**src/rtl/assert_macros.svh**
```systemverilog
// ----------------------------------------------------------------------------
// assert_macros.svh
// Assertion macros shared by the PID controller RTL.
// ----------------------------------------------------------------------------
`ifndef ASSERT_MACROS_SVH
`define ASSERT_MACROS_SVH

`ifndef NO_ASSERTIONS

// Property that must hold at every clock edge outside reset.
`define PIDC_ASSERT(lbl, clk, rst, prop) \
  lbl: assert property (@(posedge clk) disable iff (rst) (prop)) \
    else $error("pidc assertion failed");

// Consequent must hold in the cycle after the antecedent.
`define PIDC_ASSERT_NEXT(lbl, clk, rst, ante, cons) \
  lbl: assert property (@(posedge clk) disable iff (rst) (ante) |=> (cons)) \
    else $error("pidc assertion failed");

`else

`define PIDC_ASSERT(lbl, clk, rst, prop)
`define PIDC_ASSERT_NEXT(lbl, clk, rst, ante, cons)

`endif

`endif

```
**src/rtl/pidc_pkg.sv**
```systemverilog
// ----------------------------------------------------------------------------
// pidc_pkg
// Types and constants of the positional PID controller with clamps.
// ----------------------------------------------------------------------------
package pidc_pkg;

  // Default depth of the queue between front and back end.
  localparam int unsigned QUEUE_DEPTH = 2;

  typedef logic signed [15:0] pidc_sample_t;
  typedef logic signed [15:0] pidc_gain_t;
  typedef logic [14:0]        pidc_limit_t;
  typedef logic signed [16:0] pidc_err_t;
  typedef logic signed [17:0] pidc_derr_t;
  typedef logic signed [24:0] pidc_acc_t;

  typedef enum logic [2:0] {
    REG_PROP_GAIN   = 3'd0,
    REG_INTEG_GAIN  = 3'd1,
    REG_DERIV_GAIN  = 3'd2,
    REG_INTEG_LIMIT = 3'd3,
    REG_DRIVE_LIMIT = 3'd4
  } pidc_reg_t;

  // Error and error step of one word, handed from front to back end.
  typedef struct packed {
    pidc_err_t  err;
    pidc_derr_t derr;
  } pidc_item_t;

  typedef struct packed {
    pidc_gain_t  prop_gain;
    pidc_gain_t  integ_gain;
    pidc_gain_t  deriv_gain;
    pidc_limit_t integ_limit;
    pidc_limit_t drive_limit;
  } pidc_cfg_t;

endpackage

```
**src/rtl/pidc_if.sv**
```systemverilog
// ----------------------------------------------------------------------------
// pidc interfaces
// Valid/ready channels for samples, drive words and register writes.
// ----------------------------------------------------------------------------
interface pidc_in_if;
  import pidc_pkg::*;
  logic         valid;
  logic         ready;
  pidc_sample_t target;
  pidc_sample_t measured;
  modport source (output valid, output target, output measured, input ready);
  modport sink (input valid, input target, input measured, output ready);
endinterface

interface pidc_out_if;
  import pidc_pkg::*;
  logic         valid;
  logic         ready;
  pidc_sample_t drive;
  modport source (output valid, output drive, input ready);
  modport sink (input valid, input drive, output ready);
endinterface

interface pidc_cfg_if;
  logic        valid;
  logic        ready;
  logic [2:0]  index;
  logic [15:0] data;
  modport source (output valid, output index, output data, input ready);
  modport sink (input valid, input index, input data, output ready);
endinterface

```
**src/rtl/positional_pid_with_clamps_top.sv**
```systemverilog
// ----------------------------------------------------------------------------
// positional_pid_with_clamps_top
// Positional PID controller with clamped integral and clamped drive.
// ----------------------------------------------------------------------------
// Channels: sample carries target and measured (signed 16 bits) as one word;
// result carries the signed 16-bit drive, one word per sample, in order.
// cfg writes the registers: 0 prop_gain, 1 integ_gain, 2 deriv_gain (Q8.8),
// 3 integ_limit, 4 drive_limit (15 bits). Other indexes are ignored; cfg is
// always ready and should be written only while no sample is in flight.
// An accepted sample passes the queue, the product stage, the integral stage
// and the output register before its drive word is valid.
// Throughput: one sample per cycle while the receiver takes drive words, set
// by the integral accumulate and clamp that each word passes through in order.
// A two-word queue sits between the error front end and the arithmetic back
// end. When the receiver stalls, the back end holds and the queue fills;
// sample.ready falls only once the queue is full.
// Reset clears the last error and the integral, sets the gains to zero and
// both limits to 32767, and empties the queue and pipeline.
// ----------------------------------------------------------------------------
module positional_pid_with_clamps_top #(
  parameter int unsigned QueueDepth = pidc_pkg::QUEUE_DEPTH
) (
  input  logic       clk,
  input  logic       rst,
  pidc_in_if.sink    sample,
  pidc_out_if.source result,
  pidc_cfg_if.sink   cfg
);
  import pidc_pkg::*;

  pidc_cfg_t  cfg_regs;
  logic       q_full;
  logic       q_empty;
  logic       q_push;
  logic       q_pop;
  pidc_item_t q_wdata;
  pidc_item_t q_rdata;

  assign cfg.ready = 1'b1;

  always_ff @(posedge clk) begin
    if (rst) begin
      cfg_regs.prop_gain   <= '0;
      cfg_regs.integ_gain  <= '0;
      cfg_regs.deriv_gain  <= '0;
      cfg_regs.integ_limit <= '1;
      cfg_regs.drive_limit <= '1;
    end else if (cfg.valid) begin
      case (cfg.index)
        REG_PROP_GAIN:   cfg_regs.prop_gain   <= cfg.data;
        REG_INTEG_GAIN:  cfg_regs.integ_gain  <= cfg.data;
        REG_DERIV_GAIN:  cfg_regs.deriv_gain  <= cfg.data;
        REG_INTEG_LIMIT: cfg_regs.integ_limit <= cfg.data[14:0];
        REG_DRIVE_LIMIT: cfg_regs.drive_limit <= cfg.data[14:0];
        default: begin
        end
      endcase
    end
  end

  pidc_front u_front (
    .clk    (clk),
    .rst    (rst),
    .sample (sample),
    .q_full (q_full),
    .q_push (q_push),
    .q_data (q_wdata)
  );

  pidc_fifo #(
    .Depth (QueueDepth)
  ) u_fifo (
    .clk       (clk),
    .rst       (rst),
    .push      (q_push),
    .push_data (q_wdata),
    .full      (q_full),
    .pop       (q_pop),
    .pop_data  (q_rdata),
    .empty     (q_empty)
  );

  pidc_back u_back (
    .clk     (clk),
    .rst     (rst),
    .cfg     (cfg_regs),
    .q_empty (q_empty),
    .q_data  (q_rdata),
    .q_pop   (q_pop),
    .result  (result)
  );

endmodule

```
**src/rtl/pidc_front.sv**
```systemverilog
// ----------------------------------------------------------------------------
// pidc_front
// Accepts samples, forms the error and its step against the last error.
// ----------------------------------------------------------------------------
module pidc_front (
  input  logic                 clk,
  input  logic                 rst,
  pidc_in_if.sink              sample,
  input  logic                 q_full,
  output logic                 q_push,
  output pidc_pkg::pidc_item_t q_data
);
  import pidc_pkg::*;

  pidc_err_t prev_error;
  pidc_err_t err;

  assign err          = pidc_err_t'(sample.target) - pidc_err_t'(sample.measured);
  assign sample.ready = !q_full;
  assign q_push       = sample.valid && !q_full;
  assign q_data.err   = err;
  assign q_data.derr  = pidc_derr_t'(err) - pidc_derr_t'(prev_error);

  always_ff @(posedge clk) begin
    if (rst) begin
      prev_error <= '0;
    end else if (q_push) begin
      prev_error <= err;
    end
  end

endmodule

```
**src/rtl/pidc_fifo.sv**
```systemverilog
// ----------------------------------------------------------------------------
// pidc_fifo
// Short queue that decouples the front end from the arithmetic back end.
// ----------------------------------------------------------------------------
`include "assert_macros.svh"

module pidc_fifo #(
  parameter int unsigned Depth = pidc_pkg::QUEUE_DEPTH
) (
  input  logic                 clk,
  input  logic                 rst,
  input  logic                 push,
  input  pidc_pkg::pidc_item_t push_data,
  output logic                 full,
  input  logic                 pop,
  output pidc_pkg::pidc_item_t pop_data,
  output logic                 empty
);
  import pidc_pkg::*;

  localparam int unsigned PtrW = (Depth > 1) ? $clog2(Depth) : 1;
  localparam int unsigned CntW = $clog2(Depth + 1);

  pidc_item_t       slots [Depth];
  logic [PtrW-1:0]  wr_ptr;
  logic [PtrW-1:0]  rd_ptr;
  logic [CntW-1:0]  count;

  assign full     = (count == CntW'(Depth));
  assign empty    = (count == '0);
  assign pop_data = slots[rd_ptr];

  always_ff @(posedge clk) begin
    if (push) begin
      slots[wr_ptr] <= push_data;
    end
  end

  always_ff @(posedge clk) begin
    if (rst) begin
      wr_ptr <= '0;
      rd_ptr <= '0;
      count  <= '0;
    end else begin
      if (push) begin
        wr_ptr <= (wr_ptr == PtrW'(Depth - 1)) ? '0 : wr_ptr + 1'b1;
      end
      if (pop) begin
        rd_ptr <= (rd_ptr == PtrW'(Depth - 1)) ? '0 : rd_ptr + 1'b1;
      end
      if (push && !pop) begin
        count <= count + 1'b1;
      end else if (pop && !push) begin
        count <= count - 1'b1;
      end
    end
  end

  `PIDC_ASSERT(a_count_bound, clk, rst, count <= CntW'(Depth))
  `PIDC_ASSERT(a_no_pop_empty, clk, rst, !(pop && empty))
  `PIDC_ASSERT_NEXT(a_push_fills, clk, rst, push && !pop, !empty)

endmodule

```
**src/rtl/pidc_back.sv**
```systemverilog
// ----------------------------------------------------------------------------
// pidc_back
// Gain products, clamped integral, term sum and drive clamp, three stages.
// ----------------------------------------------------------------------------
`include "assert_macros.svh"

module pidc_back (
  input  logic                 clk,
  input  logic                 rst,
  input  pidc_pkg::pidc_cfg_t  cfg,
  input  logic                 q_empty,
  input  pidc_pkg::pidc_item_t q_data,
  output logic                 q_pop,
  pidc_out_if.source           result
);
  import pidc_pkg::*;

  // Stage 1: products of gains and error terms.
  logic               s1_valid;
  logic signed [32:0] s1_p;
  logic signed [32:0] s1_i;
  logic signed [33:0] s1_d;

  // Stage 2: integral state and the P plus D sum.
  logic               s2_valid;
  logic signed [34:0] s2_pd;
  pidc_acc_t          integ_acc;

  // Output register.
  logic               o_valid;
  pidc_sample_t       o_drive;

  logic               en;
  logic signed [32:0] p_prod;
  logic signed [32:0] i_prod;
  logic signed [33:0] d_prod;
  logic signed [33:0] acc_sum;
  logic signed [33:0] acc_bound;
  pidc_acc_t          integ_acc_next;
  logic signed [35:0] total;
  logic signed [27:0] shifted;
  pidc_sample_t       drv_lim;
  pidc_sample_t       drive_next;

  // The whole back end advances whenever the output word is free or taken.
  assign en    = !o_valid || result.ready;
  assign q_pop = en && !q_empty;

  assign p_prod = 33'(cfg.prop_gain) * 33'(q_data.err);
  assign i_prod = 33'(cfg.integ_gain) * 33'(q_data.err);
  assign d_prod = 34'(cfg.deriv_gain) * 34'(q_data.derr);

  always_comb begin
    acc_sum   = 34'(integ_acc) + 34'(s1_i);
    acc_bound = $signed({11'd0, cfg.integ_limit, 8'd0});
    if (acc_sum > acc_bound) begin
      integ_acc_next = acc_bound[24:0];
    end else if (acc_sum < -acc_bound) begin
      integ_acc_next = 25'(-acc_bound);
    end else begin
      integ_acc_next = acc_sum[24:0];
    end
  end

  always_comb begin
    total   = 36'(s2_pd) + 36'(integ_acc);
    // Arithmetic shift rounds toward minus infinity.
    shifted = total[35:8];
    drv_lim = $signed({1'b0, cfg.drive_limit});
    if (shifted > 28'(drv_lim)) begin
      drive_next = drv_lim;
    end else if (shifted < -28'(drv_lim)) begin
      drive_next = -drv_lim;
    end else begin
      drive_next = shifted[15:0];
    end
  end

  always_ff @(posedge clk) begin
    if (rst) begin
      s1_valid  <= 1'b0;
      s2_valid  <= 1'b0;
      o_valid   <= 1'b0;
      integ_acc <= '0;
    end else if (en) begin
      s1_valid <= !q_empty;
      s2_valid <= s1_valid;
      o_valid  <= s2_valid;
      if (s1_valid) begin
        integ_acc <= integ_acc_next;
      end
    end
  end

  always_ff @(posedge clk) begin
    if (en) begin
      s1_p    <= p_prod;
      s1_i    <= i_prod;
      s1_d    <= d_prod;
      s2_pd   <= 35'(s1_p) + 35'(s1_d);
      o_drive <= drive_next;
    end
  end

  assign result.valid = o_valid;
  assign result.drive = o_drive;

  `PIDC_ASSERT_NEXT(a_pop_fills_stage, clk, rst, q_pop, s1_valid)
  `PIDC_ASSERT(a_drive_not_min, clk, rst, !o_valid || (o_drive != 16'sh8000))
  `PIDC_ASSERT(a_drive_in_limit, clk, rst, !o_valid || ((o_drive <= drv_lim) && (o_drive >= -drv_lim)))

endmodule

```
**src/flat_wrapper.sv**
```systemverilog
// flat-port wrapper written by rule: the top's interface ports become plain ports
module positional_pid_with_clamps_top_flat import pidc_pkg::*;
#(
  parameter int unsigned QueueDepth = pidc_pkg::QUEUE_DEPTH
)
  (clk, rst, sample_valid, sample_target, sample_measured, sample_ready, result_valid, result_drive, result_ready, cfg_valid, cfg_index, cfg_data, cfg_ready);
  pidc_in_if sample_i ();
  pidc_out_if result_i ();
  pidc_cfg_if cfg_i ();
  input  logic clk;
  input  logic rst;
  input wire logic [$bits(sample_i.valid)-1:0] sample_valid;
  input wire logic [$bits(sample_i.target)-1:0] sample_target;
  input wire logic [$bits(sample_i.measured)-1:0] sample_measured;
  output wire logic [$bits(sample_i.ready)-1:0] sample_ready;
  output wire logic [$bits(result_i.valid)-1:0] result_valid;
  output wire logic [$bits(result_i.drive)-1:0] result_drive;
  input wire logic [$bits(result_i.ready)-1:0] result_ready;
  input wire logic [$bits(cfg_i.valid)-1:0] cfg_valid;
  input wire logic [$bits(cfg_i.index)-1:0] cfg_index;
  input wire logic [$bits(cfg_i.data)-1:0] cfg_data;
  output wire logic [$bits(cfg_i.ready)-1:0] cfg_ready;
  assign sample_i.valid = sample_valid;
  assign sample_i.target = sample_target;
  assign sample_i.measured = sample_measured;
  assign sample_ready = sample_i.ready;
  assign result_valid = result_i.valid;
  assign result_drive = result_i.drive;
  assign result_i.ready = result_ready;
  assign cfg_i.valid = cfg_valid;
  assign cfg_i.index = cfg_index;
  assign cfg_i.data = cfg_data;
  assign cfg_ready = cfg_i.ready;
  positional_pid_with_clamps_top #(.QueueDepth(QueueDepth)) u_core (.clk(clk), .rst(rst), .sample(sample_i), .result(result_i), .cfg(cfg_i));
endmodule
```
**config.mk**
```make
export PLATFORM = sky130hd
export DESIGN_NAME = positional_pid_with_clamps_top_flat
export DESIGN_NICKNAME = d
export VERILOG_FILES = /design/src/rtl/pidc_pkg.sv /design/src/rtl/pidc_if.sv /design/src/rtl/positional_pid_with_clamps_top.sv /design/src/rtl/pidc_front.sv /design/src/rtl/pidc_fifo.sv /design/src/rtl/pidc_back.sv /design/src/flat_wrapper.sv
export VERILOG_INCLUDE_DIRS = /design/src /design/src/rtl
export SDC_FILE = /design/constraint.sdc
export NUM_CORES = 2
export LEC_CHECK = 0
export ABC_CLOCK_PERIOD_IN_PS = 22400
export BUFFER_PORTS_ARGS = -buffer_cell sky130_fd_sc_hd__buf_2
export CORE_MARGIN = 1.5
export CORE_UTILIZATION = 40
export CTS_CLUSTER_DIAMETER = 100
export DETAILED_ROUTE_END_ITERATION = 10
export HOLD_SLACK_MARGIN = 0.03
export PLACE_DENSITY = 0.52
export SETUP_SLACK_MARGIN = 0.02
export SYNTH_ARGS = -nofsm -noshare
export SYNTH_HDL_FRONTEND = slang
export SYNTH_SLANG_ARGS = --single-unit
```
**constraint.sdc**
```tcl
create_clock -name clk -period 22.4 [get_ports clk]
set_input_delay 4.48 -clock clk [delete_from_list [all_inputs] [get_ports clk]]
set_output_delay 4.48 -clock clk [all_outputs]
set_load 0.01 [all_outputs]
```
### Word-level counts from Yosys, hierarchy flattened

Memories as Yosys holds them, arrays and structs flattened. A register that Yosys moved wholly into a read port is not among the register bits.
Cells that the tools add are included.

| word-level totals | value |
|---|---|
| output and inout bits | 19 |
| input port bits | 56 |
| memories kept | 1 |
| logic and storage cells | 75 |
| RAM bits | 70 |
| register bits | 278 |

Memory list:

| name | words | bits a word | rd ports | clocked after Yosys merged registers in | write ports | line | RTL |
|---|---|---|---|---|---|---|---|
| u_core.u_fifo.slots | 2 | 35 | 1 | 1 | 1 | pidc_fifo.sv:24 | `pidc_item_t slots [Depth];` |

| cells by class | value |
|---|---|
| equal/unequal tests | 5 |
| reduce and logical (&&, ||, !) cells | 19 |
| multiply operators | 3 |
| muxes and demuxes | 12 |
| $lt $le $gt $ge | 4 |
| $add $sub $neg | 12 |

Operators with widths:

| operator | count |
|---|---|
| multiplier 16 x 17 -> 33 bit | 2 |
| 2-to-1 mux 25 bit | 2 |
| adder 35 x 25 -> 36 bit | 1 |
| adder 33 x 34 -> 35 bit | 1 |
| adder 25 x 33 -> 34 bit | 1 |
| > comparator 34 x 24 -> 1 bit | 1 |
| less-than comparator 34 bit | 1 |
| multiplier 16 x 18 -> 34 bit | 1 |
| negation 23 -> 34 bit | 1 |
| > comparator 28 x 16 -> 1 bit | 1 |
| less-than comparator 28 bit | 1 |
| negation 15 -> 28 bit | 1 |
| subtractor 17 x 17 -> 18 bit | 1 |
| subtractor 16 x 16 -> 17 bit | 1 |
| 2-to-1 mux 16 bit | 1 |
| negation 15 -> 16 bit | 1 |
| 2-to-1 mux 15 bit | 1 |
| AND reduction 2 bit | 6 |
| == test 3 x 2 -> 1 bit (second input constant) | 2 |
| 2-to-1 mux 1 bit | 6 |
| zero test 1 bit | 5 |
| logical AND 1 bit | 4 |
| 2-to-1 mux 2 bit | 2 |
| == test 3 x 1 -> 1 bit (second input constant) | 1 |
| 9 further kinds | 10 |

### Depth between registers and ports, before layout

| depth | value |
|---|---|
| depth after elaboration | 7 |
| depth in mapped cells | 31 |

### Modules after synthesis

Synthesis repeated with hierarchy kept, for this count alone.

| unflattened totals | value |
|---|---|
| cell total of the unflattened synthesis | 5666 |
| area total of the unflattened synthesis | 53397.5 um^2 |

By module, submodules not included:

| module | cells each | instances | area an instance (um^2) |
|---|---|---|---|
| pidc_back | 4929 | 1 | 45257.2 |
| positional_pid_with_clamps_top | 295 | 1 | 3115.5 |
| pidc_fifo | 131 | 1 | 2731.4 |
| pidc_front | 311 | 1 | 2293.4 |

### Least setup slack after synthesis

Ideal clock, no wire load.

| timing | value |
|---|---|
| path type | input-to-reg |
| start point | in result_ready |
| end point | reg u_core.u_fifo.count[1] |
| path buffers | 0 |
| stages | 6 |
| setup slack | 12969 ps |
| arrival | 9360 ps |
| cells stage by stage | nor2b_1 inv_1 o21ai_0 ha_1 or3_1 a21oi_1 |

| on the way | value |
|---|---|
| word-level cells in the longest chain between the ends | 5 |

RTL lines:

| item | line | RTL |
|---|---|---|
| start: declaration | flat_wrapper.sv:18 | `input wire logic [$bits(result_i.ready)-1:0] result_ready;` |
| logical OR 1 bit * | pidc_back.sv:46 | `assign en = !o_valid \|\| result.ready;` |
| logical AND 1 bit * | pidc_back.sv:47 | `assign q_pop = en && !q_empty;` |
| zero test 1 bit | pidc_fifo.sv:51 | `if (push && !pop) begin` |
| logical AND 1 bit | pidc_fifo.sv:51 |  |
| 2-to-1 mux 2 bit or nonzero test 2 bit (tied branches) | n/a |  |
| end signal: assignment | pidc_fifo.sv:52 | `count <= count + 1'b1;` |
| end signal: assignment | pidc_fifo.sv:54 | `count <= count - 1'b1;` |
| end: declaration | pidc_fifo.sv:27 | `logic [CntW-1:0] count;` |

Every way passes the cells marked *; elsewhere a longest branch is shown, timed or not.
A chain may end at the register's enable or synchronous reset.

==> flow_summary_export.csv <==
group,metric,value,unit
timing,worst_pin_slew,1.27,ns
clocking,cts_buffers,44,
timing,fmax,120,MHz
layout,final_common_cell,"inv_1",
synth,synthesis.nets,6952,
placed_design,portBuffers,73,
synth,ys_types,77,
timing,fin_setup_tns,0,ns
clocking,cts-root-buf,"clkbuf_16",
synth,synth-edff-count,221,
timing,finalCritPeriodShare,37.1,%
timing,finalClockSkew,0.0483,ns
worst_setup_path,critPathSlowestCell,"mux2_2",
worst_hold_path,hold_start,"u_core.u_front.prev_error[11]",
die,die_area,132000,um2
worst_setup_path,crit_buf_inv,6,
worst_setup_path,end_kind,"flop",
detailed_routing,dr_total_vias,36800,
detailed_routing,dr_wl_met3,5300,um
synth,synthCells,5576,
clocking,tritoncts,"yes",
grt,grtUsageTotal,21.7,%
layout,drive_gt1_share,4.51,%
worst_setup_path,startpoint_type,"flop",
clocking,clockBufferDepth,3,
worst_setup_path,worst_ep_arrival_time,8.65,ns
power,peakVddDrop,0.0000563,V
grt,overflow,0,
worst_setup_path,crit_type,"reg2reg",
power,p_per_area,72.3,nW/um2
worst_setup_path,cp_top_family,"adder cells",
synth,synth_ff_type,"edfxtp_1",
power,p_leak,0.0274,uW
detailed_routing,ant_nets,0,
layout,mostFrequentLayoutCells,"inv_1, fa_1, nand2_1",
outcome,status,"complete, no violations",
layout,fin_nets,6900,
die,rows,132,
clocking,htreeDepth,2,
die,dieWidth,364,um
timing,slew_headroom,15.1,%
worst_setup_path,cpMostUsedCell,"fa_1",
die,die_h,364,um
timing,min_period,8.31,ns
synth,synth_area_per_cell,9.33,um2
grt,grt_pass1_wl,222000,um
grt,grt_pass1_vias,38500,
detailed_routing,firstDrtPassIters,5,
clocking,hold_buffers,0,
timing,hold_viol,0,
timing,drv_slew,0,
layout,syn_to_final_growth,6.82,%
synth,yosys_warnings,0,
worst_setup_path,cpPeakStageDelay,0.80,ns
detailed_routing,wl_met2,65100,um
synth,yosysSeqAreaShare,17.7,%
timing,setup_violations,0,
placed_design,gp_congestion,0.863,
synth,netlist_area,52000,um2
detailed_routing,met1_length,65600,um
die,core,129000,um2
detailed_routing,via_per_inst,5.03,
worst_hold_path,hp-class,"reg2reg",
detailed_routing,drtIter0Drc,1976,
timing,rsz0062_at_grt,"no",
synth,async_flop_share,0,%
clocking,cts.sinks,349,
worst_setup_path,critPathMaxFanout,38,
layout,fillers,12800,
timing,whs,0.453,ns
run,maxCapViolations,0,
worst_setup_path,cp_data_required_time,22.74,ns
grt,grt_max_degree,80,
die,pin_count,75,
detailed_routing,routed.top_layer,"met5",
layout,final_area,55600,um2
detailed_routing,drc,0,
clocking,post_cts_buffers,0,
clocking,clk_latency,0.64,ns
placed_design,post-place-ws,13.73,ns
grt,antenna_found_initial,7,
timing,fin_ws,14.09,ns
synth,ys_ff_latch,349,
clocking,cts_resized,0,
detailed_routing,wl_per_cell,19.0,um
placed_design,placed_area,54100,um2
die,start_util,40.2,%
detailed_routing,wl,138000,um
placed_design,place_hpwl,108000,um
clocking,path_clk_slew,0.06,ns
-- state kept, by name, summed over array words and instances (netlist names), named ones only --
signal,flops
u_core.u_fifo.wr_ptr,1
u_core.u_fifo.slots,70
u_core.u_back.s1_p,33
u_core.u_back.s2_valid,1
u_core.u_back.integ_acc,25
u_core.u_back.s1_i,33
u_core.u_back.s1_d,34
u_core.u_fifo.rd_ptr,1
u_core.u_back.result.valid,1
u_core.u_fifo.count,2
u_core.cfg_regs,78
u_core.u_back.result.drive,16
u_core.u_back.s1_valid,1
u_core.u_back.s2_pd,35
u_core.u_front.prev_error,17
-- synthesized netlist by cell type, types with 19 or more instances --
cell type,number,area share (%)
a211oi_1,26,0.38
a21o_1,83,1.2
a21oi_1,234,2.3
a31oi_1,22,0.26
and2_1,386,4.6
and3_1,45,0.54
clkbuf_1,181,1.3
dfxtp_1,128,4.9
edfxtp_1,221,13
fa_1,846,33
ha_1,474,11
inv_1,1087,7.8
mux2_2,50,1.1
mux2i_1,28,0.54
nand2_1,708,5.1
nand2b_1,35,0.42
nand3_1,57,0.55
nand3b_1,40,0.58
nand4_1,24,0.29
nor2_1,182,1.3
nor2b_1,48,0.58
nor3_1,50,0.48
o21a_1,36,0.52
o21ai_0,127,1.2
o21bai_1,19,0.27
or2_2,19,0.23
xnor2_1,185,3.1
xor2_1,51,0.86
-- final timing paths --
kind | slack (ns) | cells past startpoint | end
max reg2reg | 14.09 | 26 | u_core.u_back.s1_p[32]
min reg2reg | 0.45 | 2 | u_core.u_front.prev_error[11]
min | 0.45 | 2 | u_core.u_front.prev_error[11]
max | 14.09 | 26 | u_core.u_back.s1_p[32]
-- layer usage --
metal	vias up	track usage, %
met5	-	0
met4	4	4.14
met1	18500	30.5
li1	17400	-
met2	647	36.4
met3	137	2.10
-- cell type report --
| type | count | area, um2 | area share, % |
|---|---|---|---|
| Timing Repair Buffer | 100 | 571 | 1.03 |
| Sequential cell | 349 | 9200 | 16.6 |
| Tap cell | 1742 | 2180 | 3.92 |
| Clock buffer | 53 | 1150 | 2.08 |
| Clock inverter | 29 | 368 | 0.662 |
| Multi-Input combinational cell | 3939 | 38000 | 68.4 |
| Inverter | 1090 | 4100 | 7.37 |
| Antenna cell | 2 | 5.00 | 0.00900 |
-- power breakdown --
| group | internal (uW) | switching, uW |
|---|---|---|
| clock network | 443 | 318 |
| registers | 917 | 141 |
| logic | 795 | 1410 |
| total | 2160 | 1870 |
-- metrics by stage --
stage          power [uW]  utilization (%)  cells
6_report             4020             43.0   7304
5_1_grt              4360             43.0   7302
4_1_cts              4070             43.0   7302
3_5_place_dp         3280             41.8   7220
3_3_place_gp         3260             41.8   7220
2_1_floorplan        2540                -   5576
-- worst register-to-register path: stages, from the launching register on --
cell and delay [ns]:
dfxtp_2 0.31, buf_4 0.46, mux2_2 0.81, nand2_1 0.21, fa_1 0.56, inv_1 0.05
fa_1 0.49, inv_1 0.05, fa_1 0.55, inv_1 0.06, fa_1 0.50, fa_1 0.51
inv_1 0.06, fa_1 0.48, inv_1 0.04, ha_1 0.31, nand3_1 0.15, nor2_1 0.06
a211oi_1 0.44, o31ai_1 0.23, o31a_1 0.32, o21ai_0 0.43, a2111o_1 0.24, a21boi_0 0.17
a211o_1 0.30, a21oi_1 0.17, xnor2_1 0.09
-- cells by family (layout without fill, tap and decap cells) --
logic type / Yosys count / in the layout / synth area share [%]
AO/OA/AOI/OAI: 661 / 661 / 8.03
flip-flops: 349 / 349 / 17.7
adder cells (fa/ha/maj): 1320 / 1320 / 43.9
multiplexers: 78 / 78 / 1.62
XOR/XNOR: 236 / 236 / 3.97
other: 1 / 3 / 0.00721
AND/OR/NAND/NOR: 1643 / 1643 / 15.4
buffers and inverters: 1288 / 1272 / 9.32
Note: power is estimated with default switching activity, not from simulation.
